[src/rtl/steering_force_unit_top_assert.svh]
//------------------------------------------------------------------------------
// steering force unit assertion macros
// same-cycle and next-cycle implication checks, empty when synthesizing
//------------------------------------------------------------------------------
`ifndef STEERING_FORCE_UNIT_TOP_ASSERT_SVH
`define STEERING_FORCE_UNIT_TOP_ASSERT_SVH
`ifndef SYNTHESIS
// pre holds, post must hold in the same cycle
`define SFU_ASSERT_SAME(lbl, clk, rst_n, pre, post) \
    lbl: assert property (@(posedge clk) disable iff (!rst_n) (pre) |-> (post)) \
        else $error("steering force unit check failed");
// pre holds, post must hold in the next cycle
`define SFU_ASSERT_NEXT(lbl, clk, rst_n, pre, post) \
    lbl: assert property (@(posedge clk) disable iff (!rst_n) (pre) |=> (post)) \
        else $error("steering force unit check failed");
`else
`define SFU_ASSERT_SAME(lbl, clk, rst_n, pre, post)
`define SFU_ASSERT_NEXT(lbl, clk, rst_n, pre, post)
`endif
`endif

[src/rtl/stfu_pkg.sv]
//------------------------------------------------------------------------------
// stfu_pkg
// shared types, constants and helpers of the steering force unit
//------------------------------------------------------------------------------
package stfu_pkg;

    // queue between front and back
    localparam int QDEPTH = 4;
    localparam int QAW    = $clog2(QDEPTH);
    localparam int QCW    = $clog2(QDEPTH + 1);

    // pipelined arithmetic units
    localparam int SQRT_STAGES = 32;
    localparam int DIV_STAGES  = 31;

    // squared distance for a distance below 0.001
    localparam logic [63:0] ARRIVE_MIN_SQ = 64'd4295;
    // look-ahead limit after reset, 2.0
    localparam logic [30:0] MPT_RESET = 31'd131072;

    typedef enum logic [2:0] {
        MODE_SEEK   = 3'd0,
        MODE_FLEE   = 3'd1,
        MODE_ARRIVE = 3'd2,
        MODE_PURSUE = 3'd3,
        MODE_EVADE  = 3'd4
    } mode_t;

    // decoded request
    typedef struct packed {
        logic             flip;
        logic             predict;
        logic             arrive;
        logic             null_mode;
        logic [2:0][31:0] pos;
        logic [2:0][31:0] tgt;
        logic [2:0][31:0] vel;
        logic [30:0]      limit;
        logic [30:0]      radius;
    } ctx_t;

    // queue entry: request plus magnitudes of target minus own
    typedef struct packed {
        ctx_t             ctx;
        logic [2:0][31:0] dmag;
    } item_t;

    typedef struct packed {
        logic full;
        logic empty;
    } q_stat_t;

    // saturate a wide signed value to 32 bits
    function automatic logic [31:0] sat32(input logic signed [48:0] v);
        if ((&v[48:31]) || !(|v[48:31])) begin
            return v[31:0];
        end else if (v[48]) begin
            return 32'h8000_0000;
        end else begin
            return 32'h7fff_ffff;
        end
    endfunction

    // magnitude of a signed 32 bit value, 2^31 fits
    function automatic logic [31:0] abs32(input logic [31:0] v);
        if (v[31]) begin
            return 32'(-v);
        end else begin
            return v;
        end
    endfunction

endpackage

[src/rtl/stfu_queue.sv]
//------------------------------------------------------------------------------
// stfu_queue
// short item queue between front and back
//------------------------------------------------------------------------------
module stfu_queue
    import stfu_pkg::*;
(
    input  logic    clk,
    input  logic    rst_n,
    input  item_t   push_item,
    input  logic    push_valid,
    input  logic    pop,
    output item_t   head,
    output q_stat_t stat
);

    item_t            mem [QDEPTH];
    logic [QAW-1:0]   wr_ptr_reg;
    logic [QAW-1:0]   rd_ptr_reg;
    logic [QCW-1:0]   count_reg;
    logic [QCW-1:0]   count_next;
    logic             push;

    assign stat.full  = (count_reg == QCW'(QDEPTH));
    assign stat.empty = (count_reg == '0);
    assign push       = push_valid && !stat.full;
    assign head       = mem[rd_ptr_reg];

    // occupancy
    always_comb
    begin
        case ({push, pop})
            2'b10:   count_next = count_reg + 1'b1;
            2'b01:   count_next = count_reg - 1'b1;
            default: count_next = count_reg;
        endcase
    end

    // pointers and count
    always_ff @(posedge clk or negedge rst_n)
    begin
        if (!rst_n)
        begin
            wr_ptr_reg <= '0;
            rd_ptr_reg <= '0;
            count_reg  <= '0;
        end
        else
        begin
            if (push)
            begin
                wr_ptr_reg <= wr_ptr_reg + 1'b1;
            end
            if (pop)
            begin
                rd_ptr_reg <= rd_ptr_reg + 1'b1;
            end
            count_reg <= count_next;
        end
    end

    // storage
    always_ff @(posedge clk)
    begin
        if (push)
        begin
            mem[wr_ptr_reg] <= push_item;
        end
    end

endmodule

[config.mk]
export PLATFORM = sky130hd
export DESIGN_NAME = stfu_queue
export DESIGN_NICKNAME = d
export VERILOG_FILES = /design/src/rtl/steering_force_unit_top_assert.svh /design/src/rtl/stfu_pkg.sv /design/src/rtl/stfu_queue.sv
export SDC_FILE = /design/constraint.sdc
export NUM_CORES = 1
export LEC_CHECK = 0
export BUFFER_PORTS_ARGS = -buffer_cell sky130_fd_sc_hd__buf_2
export CAP_MARGIN = 20
export CORE_AREA = 10 10 341 343
export DETAILED_ROUTE_END_ITERATION = 10
export DIE_AREA = 0 0 351 353
export PLACE_DENSITY = 0.83
export SLEW_MARGIN = 10
export SYNTH_ARGS = -nofsm -noshare
export SYNTH_HDL_FRONTEND = slang
export SYNTH_SLANG_ARGS = --single-unit
[constraint.sdc]
create_clock -name clk -period 20.5 [get_ports clk]
set_input_delay 3.075 -clock clk [delete_from_list [all_inputs] [get_ports clk]]
set_output_delay 3.075 -clock clk [all_outputs]
set_load 0.005 [all_outputs]
==> flow_summary.ini <==
[cells_and_area]
finalNonFillerCells = 5032
largest_reg_flops = 1800
nNetsFinal = 3862
drive_gt1_share_pct = 46.04
layout_commonest_cell = edfxtp_1
area_delta_synth_final_pct = 17.41
layout_common_cells = edfxtp_1 (1800), buf_2 (905), mux4_2 (450)

[clock_tree]
cts_buffers = 170
ctsResizeCount = 0
post_cts_buffers = 0
cts.path.max_buffers = 3
cts-root-buf = clkbuf_16
clk_latency_ns = 0.78
clk_pin_slew_ns = 0.06
cts.sink_count = 1807
cts_tree = yes
htree_levels = 4
cts_hold_buf = 0

[worst_setup_path]
end_kind = output pin
cp.required_ns = 17.43
cp_common_cell = buf_4
crit_path_top_delay_cell = dfrtp_4
crit_chain = buf_4 > buf_4 > buf_4 > mux4_2 > buf_2
cp_max_fo = 70
critPathKind = flop to output pin
crit_path_start_kind = flop
crit_arrival_ns = 5.16
crit_path_max_incr_delay_ns = 1.01

[power_and_ir_drop]
p_leak_uw = 0.02589
powerDensity_nw_per_um2 = 147.1
totalPowerFinal_uw = 11280
peakVddDrop_mv = 0.1315

[global_routing]
grt_max_degree = 153
grt_pass1_vias = 32820
busiest_layer = met2
gr-usage-met3_pct = 7.892
antenna_found_initial = 84
globalRouteMet2Util_pct = 41.43
grt_pass1_wl_microns = 228700
grt_use_met1_pct = 29.53
grt_overflow_total = 0
grt_usage_pct = 25.44

[timing]
hold_viol = 0
fin_ws_ns = 12.26
finalClockSkew_ns = 0.03993
finalSetupViolations = 0
finalMaxSlewViolations = 0
fin_tns_setup_ns = 0
rsz0062_at_grt = no
period_needed_ns = 8.239
period_share_pct = 40.19
tightest_slew_ns = 1.114
slew_headroom_pct = 25.74
fmax_mhz = 121.4

[floorplan]
chipWidth_microns = 351
dieArea_sq_um = 123900
start_util_pct = 59.48
coreArea_sq_um = 109800
pin_count = 906
rows = 122
die_h_microns = 353

[placement]
gp_congestion = 0.7864
dpl.hpwl_microns = 96730
placed_cells = 4656
place_ws_ns = 12.60
numPortBuffers = 905

[yosys]
synth.distinct_cells = 20
yosysSeqAreaShare_pct = 83.07
synth-edff-count = 1800
synthArstFlopShare_pct = 0.3874
synthCells = 2386
postSynthAreaPerCell_sq_um = 27.36
syn-num-nets = 2846
synth-seq-cells = 1807
ys_warn_count = 0
ys.flop_type = edfxtp_1
syn_area_sq_um = 65280

[routing]
ant_nets = 0
wl_per_cell_microns = 31.78
drt_first_pass_iters = 5
drtIter0Drc = 3187
wl_microns = 159900
drc = 0
dr_total_vias = 31100
via_per_inst = 6.180

[worst_hold_path]
hold_class = flop to flop

[outcome]
outcome = completed

[job]
cap_violations = 0
-- Yosys cell counts (all sizes together) (3+ instances only) --
cell,instances,share of area (%)
buf,90,1.0
ha,5,0.096
mux4,450,16
clkbuf,10,0.058
xor2,3,0.040
dfrtp,7,0.27
xnor2,3,0.040
edfxtp,1800,83
and2,4,0.038
inv,6,0.034
-- layout make-up --
type / instances / area (sq um)
Multi-Input combinational cell: 473 / 10350
Timing Repair Buffer: 944 / 4860
Fill cell: 6061 / 33110
Clock buffer: 209 / 4443
Antenna cell: 72 / 180.2
Sequential cell: 1807 / 54230
Inverter: 6 / 22.52
Clock inverter: 95 / 768.2
Tap cell: 1426 / 1784
-- routing by layer --
layer	routed length [microns]	up-vias	part of all wire, %
li1	-	12550	-
met1	50860	16110	32
met2	82090	1971	51
met3	16770	431	10
met4	9928	36	6.2
met5	274	-	0.17
-- logic make-up (layout without fill, tap and decap cells) --
kind of cell             count (synthesis)  in the layout  synth area share [%]
AND/OR/NAND/NOR                          9              9               0.07857
other                                    0             72                     0
flip-flops                            1807           1807                 83.07
multiplexers                           452            452                 15.56
adder cells (fa/ha/maj)                  6              6                0.1265
buffers and inverters                  106           1254                 1.091
XOR/XNOR                                 6              6               0.08051
-- metrics by stage --
| step | hold WS (ns) | utilization, % | area, sq um |
|---|---|---|---|
| after floorplan | 0.4563 | - | 65280 |
| after global placement | 0.4813 | 64.92 | 71250 |
| after detailed placement | 0.4985 | 64.92 | 71250 |
| after CTS | 0.5276 | 69.67 | 76460 |
| after global routing | 0.5580 | 69.79 | 76590 |
| final | 0.5293 | 69.83 | 76640 |
-- power by group --
part / switching, uW / leakage [uW] / internal (uW)
combinational: 1770 / 0.00677 / 1400
sequential: 236 / 0.0166 / 4890
clock: 1330 / 0.00255 / 1650
-- critical path, delay by kind of cell (launching register included) --
kind | cells | cell delay (ns)
flops | 1 | 1.01
mux | 1 | 0.48
buf+inv | 4 | 2.70
-- final timing paths --
check                      slack [ns]                         to  depth (start not counted)                       from
setup reg to reg                15.08      mem[2][291]$_DFFE_PP_                          7   count_reg[2]$_DFFE_PN0P_
hold / removal                   0.53   count_reg[2]$_DFFE_PN0P_                          1   count_reg[2]$_DFFE_PN0P_
max in group asynchronous       18.14  rd_ptr_reg[0]$_DFFE_PN0P_                          1                      rst_n
setup / recovery                12.26                  head[349]                          5  rd_ptr_reg[1]$_DFFE_PN0P_
hold reg to reg                  0.53   count_reg[2]$_DFFE_PN0P_                          1   count_reg[2]$_DFFE_PN0P_
min in group asynchronous        2.14  wr_ptr_reg[1]$_DFFE_PN0P_                          1                      rst_n
(Power assumes the default switching activity.)
