<file path="src/rtl/steering_force_unit_top_assert.svh">
//------------------------------------------------------------------------------
// steering force unit assertion macros
// same-cycle and next-cycle implication checks, empty when synthesizing
//------------------------------------------------------------------------------
`ifndef STEERING_FORCE_UNIT_TOP_ASSERT_SVH
`define STEERING_FORCE_UNIT_TOP_ASSERT_SVH
`ifndef SYNTHESIS
// pre holds, post must hold in the same cycle
`define SFU_ASSERT_SAME(lbl, clk, rst_n, pre, post) \
    lbl: assert property (@(posedge clk) disable iff (!rst_n) (pre) |-> (post)) \
        else $error("steering force unit check failed");
// pre holds, post must hold in the next cycle
`define SFU_ASSERT_NEXT(lbl, clk, rst_n, pre, post) \
    lbl: assert property (@(posedge clk) disable iff (!rst_n) (pre) |=> (post)) \
        else $error("steering force unit check failed");
`else
`define SFU_ASSERT_SAME(lbl, clk, rst_n, pre, post)
`define SFU_ASSERT_NEXT(lbl, clk, rst_n, pre, post)
`endif
`endif

</file>
<file path="src/rtl/stfu_pkg.sv">
//------------------------------------------------------------------------------
// stfu_pkg
// shared types, constants and helpers of the steering force unit
//------------------------------------------------------------------------------
package stfu_pkg;

    // queue between front and back
    localparam int QDEPTH = 4;
    localparam int QAW    = $clog2(QDEPTH);
    localparam int QCW    = $clog2(QDEPTH + 1);

    // pipelined arithmetic units
    localparam int SQRT_STAGES = 32;
    localparam int DIV_STAGES  = 31;

    // squared distance for a distance below 0.001
    localparam logic [63:0] ARRIVE_MIN_SQ = 64'd4295;
    // look-ahead limit after reset, 2.0
    localparam logic [30:0] MPT_RESET = 31'd131072;

    typedef enum logic [2:0] {
        MODE_SEEK   = 3'd0,
        MODE_FLEE   = 3'd1,
        MODE_ARRIVE = 3'd2,
        MODE_PURSUE = 3'd3,
        MODE_EVADE  = 3'd4
    } mode_t;

    // decoded request
    typedef struct packed {
        logic             flip;
        logic             predict;
        logic             arrive;
        logic             null_mode;
        logic [2:0][31:0] pos;
        logic [2:0][31:0] tgt;
        logic [2:0][31:0] vel;
        logic [30:0]      limit;
        logic [30:0]      radius;
    } ctx_t;

    // queue entry: request plus magnitudes of target minus own
    typedef struct packed {
        ctx_t             ctx;
        logic [2:0][31:0] dmag;
    } item_t;

    typedef struct packed {
        logic full;
        logic empty;
    } q_stat_t;

    // saturate a wide signed value to 32 bits
    function automatic logic [31:0] sat32(input logic signed [48:0] v);
        if ((&v[48:31]) || !(|v[48:31])) begin
            return v[31:0];
        end else if (v[48]) begin
            return 32'h8000_0000;
        end else begin
            return 32'h7fff_ffff;
        end
    endfunction

    // magnitude of a signed 32 bit value, 2^31 fits
    function automatic logic [31:0] abs32(input logic [31:0] v);
        if (v[31]) begin
            return 32'(-v);
        end else begin
            return v;
        end
    endfunction

endpackage

</file>
<file path="src/rtl/stfu_front.sv">
//------------------------------------------------------------------------------
// stfu_front
// accepts items, decodes the mode and forms the first difference vector
//------------------------------------------------------------------------------
module stfu_front
    import stfu_pkg::*;
(
    input  logic               clk,
    input  logic               rst_n,
    input  logic               in_valid,
    output logic               in_stall,
    input  logic [2:0]         req_type,
    input  logic signed [31:0] pos_x,
    input  logic signed [31:0] pos_y,
    input  logic signed [31:0] pos_z,
    input  logic signed [31:0] tgt_x,
    input  logic signed [31:0] tgt_y,
    input  logic signed [31:0] tgt_z,
    input  logic signed [31:0] vel_x,
    input  logic signed [31:0] vel_y,
    input  logic signed [31:0] vel_z,
    input  logic [30:0]        force_limit,
    input  logic [30:0]        slow_radius,
    input  q_stat_t            q_stat,
    output item_t              item,
    output logic               item_valid
);

    logic  front_valid_reg;
    item_t item_reg;
    item_t item_next;
    logic  take;

    // hold while the queue cannot take the pending item
    assign in_stall   = front_valid_reg && q_stat.full;
    assign take       = in_valid && !in_stall;
    assign item       = item_reg;
    assign item_valid = front_valid_reg;

    // mode decode and saturated target minus own
    always_comb
    begin
        logic signed [32:0] dd;
        item_next.ctx.flip      = req_type inside {MODE_FLEE, MODE_EVADE};
        item_next.ctx.predict   = req_type inside {MODE_PURSUE, MODE_EVADE};
        item_next.ctx.arrive    = (req_type == MODE_ARRIVE);
        item_next.ctx.null_mode = !(req_type inside {MODE_SEEK, MODE_FLEE, MODE_ARRIVE,
                                                     MODE_PURSUE, MODE_EVADE});
        item_next.ctx.pos    = {pos_z, pos_y, pos_x};
        item_next.ctx.tgt    = {tgt_z, tgt_y, tgt_x};
        item_next.ctx.vel    = {vel_z, vel_y, vel_x};
        item_next.ctx.limit  = force_limit;
        item_next.ctx.radius = slow_radius;
        for (int i = 0; i < 3; i++)
        begin
            dd = 33'($signed(item_next.ctx.tgt[i])) - 33'($signed(item_next.ctx.pos[i]));
            item_next.dmag[i] = abs32(sat32(49'(dd)));
        end
    end

    // front valid
    always_ff @(posedge clk or negedge rst_n)
    begin
        if (!rst_n)
        begin
            front_valid_reg <= 1'b0;
        end
        else if (!in_stall)
        begin
            front_valid_reg <= in_valid;
        end
    end

    // front payload
    always_ff @(posedge clk)
    begin
        if (take)
        begin
            item_reg <= item_next;
        end
    end

endmodule

</file>
<file path="config.mk">
export PLATFORM = sky130hd
export DESIGN_NAME = stfu_front
export DESIGN_NICKNAME = d
export VERILOG_FILES = /design/src/rtl/steering_force_unit_top_assert.svh /design/src/rtl/stfu_pkg.sv /design/src/rtl/stfu_front.sv
export SDC_FILE = /design/constraint.sdc
export NUM_CORES = 1
export LEC_CHECK = 0
export ABC_AREA = 1
export BUFFER_PORTS_ARGS = -buffer_cell sky130_fd_sc_hd__clkbuf_2
export CORE_AREA = 5 5 315 317
export CTS_CLUSTER_DIAMETER = 150
export DETAILED_ROUTE_END_ITERATION = 7
export DIE_AREA = 0 0 320 322
export PLACE_DENSITY = 0.58
export SYNTH_ARGS = -nofsm -noshare
export SYNTH_HDL_FRONTEND = slang
export SYNTH_SLANG_ARGS = --single-unit
</file>
<file path="constraint.sdc">
create_clock -name clk -period 22.9 [get_ports clk]
set_clock_uncertainty 0.1 [all_clocks]
set_input_delay 1.145 -clock clk [delete_from_list [all_inputs] [get_ports clk]]
set_output_delay 1.145 -clock clk [all_outputs]
set_load 0.01 [all_outputs]
</file>
==> run summary <==
The completed layout was analyzed and its total power is 2.88 mW. Summing all multi-input logic gate instances after layout gives 0.00983 sq mm. The tools report the initial antenna violation count as 10. The effective utilization at floorplan is 0.268, and the share of post-route cells with drive strength above 1 is 0.256. The count of pins over their slew limit was 0; the count of flip-flops with a built-in enable after synthesis was 450. Clock-pin slew was measured on the worst setup and hold paths at 60 ps.

The congestion estimate from routability-driven global placement came to 0.900. At the pin with the least slew margin, the transition time is 1130 ps. The worst register-to-register path ends at item[223]. The layout has 10100 filler cells. The run gives 0 as the total of endpoints with negative setup slack in the final report. The floorplan die width is 320 microns. The number of port buffers is 808, and the clock insertion delay at the later pin of the skew report is 610 ps. The floorplan has 114 rows. Setup slack on the worst reg-to-reg path comes out at 19370 ps. The register area share after synthesis was 0.525; the highest cell delay on the worst timing path was 760 ps.

The core region is 0.0960 sq mm. Class of the tightest hold or removal check: input pin to async pin. For this design the ratio of total power to cell area is 87.6 mW/mm^2.

Averaged over all synthesized cells, the footprint is 8.52 sq um. The wire length of the first global-routing pass came out at 132000 microns. The startpoint identified for the worst register-to-register timing path is item_valid.

The portion of the clock cycle consumed by the worst path in the final layout was 0.268. The maximum level of the CTS H-tree came out at 2. The global router's overall resource usage was 0.167; the post-cts sizing count was 0. The path type of the worst setup path was input pin to register. Setup slack on the critical path of the routed design comes to 16770 ps. After detailed routing, the number of vias per cell comes to 4.36. Capture point of the worst path: item[78]. The tree is rooted in a sky130_fd_sc_hd__clkbuf_16. The register with the most flip-flops in the layout has 450 of them.

For the number of unique standard cell types used by synthesis, the log shows 47. The cell count after synthesis came out at 3023. TritonCTS built the clock tree.

For the number of top-level pins, the log shows 810. The tools report the worst slew slack as a fraction of its limit as 0.243. Wire length after detailed routing: 90400 microns.

The via count of the first global-routing pass came out at 22100. Type of element capturing the critical path: a register. In this run the vertical extent of the chip is 322 microns.

The clock net in this run drives a total of 451 sinks. The tightest hold path in the finished design has a slack of 198 ps. The worst path arrival time is 6390 ps, and the aggregate negative setup slack is 0 ps.

The average wire per cell in the routed design was 17.5 microns; the synthesis-to-layout area growth was 27.7%. The post-synth design cell area was 0.0258 sq mm. The worst setup path is launched from an input pin. When the netlist entered floorplanning its net count stood at 3489. Of all nets on the critical path, the largest fanout is 29. The flow ran to the end, and the final reports show no timing, DRC or antenna violations. TritonCTS created 53 clock buffers.

The worst-case IR drop observed on VDD is 57.0 uV. The synthesized design contains 451 register bits. The logs give 0 for the number of hold violations in the final report and 0 for the number of nets with antenna violations after routing.

For the finished layout, the period the worst path requires is 6130 ps. The die covers 0.103 sq mm. The DRC marker count from the first detailed-route iteration was 1460.

For this run, the leading register cell type out of synthesis is sky130_fd_sc_hd__edfxtp_1. For this run, the detailed router's first-pass iteration total came to 5. Entering global routing, the biggest net connects 77 pins. The yosys synthesis warning count is 0. Counting along the longest clock path gives a buffer depth of 3.

STA puts the critical path data required time at 23160 ps. Registers take 0.0135 sq mm. Maximum clock frequency: 163 MHz. The proportion of register bits with asynchronous set or reset after synthesis works out to 0.00222. The reported max-cap violation count was 0; the net count of the finished layout was 4321. Setup repair after global routing left no endpoint under its margin. The number of remaining DRC errors is 0. For this design, the slowest cell found on the critical path is sky130_fd_sc_hd__inv_1.

Global route total overflow: 0. The count of vias placed by the detailed router is 22600, and the worst reg2reg path depth is 6. The run gives 75200 microns as the HPWL after detailed placement. Summed over all cells, the static leakage comes to 16.8 nW. For this design, the CTS-stage hold fixing added 0 buffers. The minimum setup slack after placement is 16230 ps. The most critical setup path has its startpoint at pos_z[2]. In this design, the critical path's most frequently occurring cell is sky130_fd_sc_hd__nand2_1. Post-CTS timing repair inserted 0 buffers for setup.
worst max-delay path, delay by kind of cell:
kind / cells / cell delay [ps]
AOI/OAI and AO/OA: 1 / 140
xor gates and xnor gates: 2 / 570
adders and majority gates: 3 / 1070
buffers and inverters: 6 / 1140
and+or+nand+nor: 17 / 2300
final cells by class:
class | count | share of cell area
repair buffers | 816 | 0.125
well taps | 1276 | 0.0485
clock buffers | 67 | 0.0419
inverters | 575 | 0.0656
flip-flops and latches | 451 | 0.412
clock inverters | 32 | 0.00856
diodes | 4 | 0.000304
multi-input cells | 1958 | 0.299
power by group:
part | switching (mW) | leakage (nW) | internal [mW] | total (mW)
registers | 0.0305 | 4.30 | 1.04 | 1.07
clock network | 0.350 | 0.800 | 0.464 | 0.813
logic | 0.700 | 11.8 | 0.303 | 1.00
cells by family (layout without fill, tap and decap cells):
group,Yosys count,count (layout),share of synthesized area
flops,451,451,0.525
fa+ha+maj,108,108,0.0533
buf+inv,614,1490,0.0934
xor+xnor,62,62,0.0211
simple gates,1650,1650,0.276
compound gates,138,138,0.0312
other cells,0,4,0
worst min path at each step:
stage / slack, ps / start / cells past startpoint / endpoint
after detailed placement: 420 / item_valid / 2 / item_valid
after global placement: 380 / item_valid / 2 / item_valid
after global routing: 140 / rst_n / 1 / item_valid
final: 200 / rst_n / 1 / item_valid
after CTS: 130 / rst_n / 1 / item_valid
after floorplan: 420 / item_valid / 2 / item_valid
cell usage after synthesis, types with 20 or more instances:
cell type,number,area (sq um)
sky130_fd_sc_hd__a21oi_1,70,350
sky130_fd_sc_hd__edfxtp_1,450,13500
sky130_fd_sc_hd__ha_1,105,1310
sky130_fd_sc_hd__inv_1,563,2110
sky130_fd_sc_hd__nand2_1,1031,3870
sky130_fd_sc_hd__nand2_2,22,138
sky130_fd_sc_hd__nand3_1,244,1220
sky130_fd_sc_hd__nand3_2,20,200
sky130_fd_sc_hd__nand3b_1,27,203
sky130_fd_sc_hd__nand4_1,30,188
sky130_fd_sc_hd__nor2_1,225,845
sky130_fd_sc_hd__o21ai_0,29,145
sky130_fd_sc_hd__xor2_1,49,429
per-layer routing:
layer | up-vias | GRT usage | part of all wire
li1 | 11300 | - | -
met1 | 10400 | 0.209 | 0.42
met2 | 822 | 0.283 | 0.47
met3 | 103 | 0.0461 | 0.078
met4 | 2 | 0.0509 | 0.029
met5 | - | 0 | 0.00014
stage by stage:
stage / util / instances / cell area, sq um
global route: 0.343 / 5179 / 32900
floorplan: - / 3023 / 25800
global placement: 0.325 / 5076 / 31200
finish: 0.343 / 5179 / 32900
detailed placement: 0.325 / 5076 / 31200
CTS: 0.343 / 5175 / 32900
placed cells by master (no fill, tap or decap), types with 3 or more instances in the layout:
| cell type | instances |
|---|---|
| sky130_fd_sc_hd__nor2_4 | 5 |
| sky130_fd_sc_hd__nand4_1 | 30 |
| sky130_fd_sc_hd__clkbuf_16 | 53 |
| sky130_fd_sc_hd__clkbuf_2 | 808 |
| sky130_fd_sc_hd__nand2_4 | 3 |
| sky130_fd_sc_hd__o21bai_1 | 10 |
| sky130_fd_sc_hd__fa_1 | 3 |
| sky130_fd_sc_hd__ha_1 | 105 |
| sky130_fd_sc_hd__inv_1 | 563 |
| sky130_fd_sc_hd__clkinvlp_4 | 6 |
| sky130_fd_sc_hd__o21ai_0 | 29 |
| sky130_fd_sc_hd__or2_2 | 8 |
| sky130_fd_sc_hd__a21o_1 | 7 |
| sky130_fd_sc_hd__nand2_2 | 22 |
| sky130_fd_sc_hd__o21ai_2 | 4 |
| sky130_fd_sc_hd__nand3_4 | 7 |
| sky130_fd_sc_hd__nand3b_1 | 27 |
| sky130_fd_sc_hd__nand2_1 | 1031 |
| sky130_fd_sc_hd__bufinv_16 | 3 |
| sky130_fd_sc_hd__xnor2_1 | 13 |
| sky130_fd_sc_hd__clkinv_2 | 11 |
| sky130_fd_sc_hd__clkinv_1 | 5 |
| sky130_fd_sc_hd__edfxtp_1 | 450 |
| sky130_fd_sc_hd__inv_6 | 4 |
| sky130_fd_sc_hd__nand3_2 | 20 |
| sky130_fd_sc_hd__nor2_1 | 224 |
| sky130_fd_sc_hd__diode_2 | 4 |
| sky130_fd_sc_hd__a21oi_1 | 70 |
| sky130_fd_sc_hd__nor2_2 | 14 |
| sky130_fd_sc_hd__nor3_1 | 7 |
| sky130_fd_sc_hd__inv_2 | 12 |
| sky130_fd_sc_hd__clkbuf_1 | 14 |
| sky130_fd_sc_hd__xor2_1 | 49 |
| sky130_fd_sc_hd__o21ai_1 | 7 |
| sky130_fd_sc_hd__buf_4 | 8 |
| sky130_fd_sc_hd__and2_1 | 4 |
| sky130_fd_sc_hd__nand3_1 | 244 |
| sky130_fd_sc_hd__a31oi_1 | 3 |
Note: power is estimated with default switching activity, not from simulation.
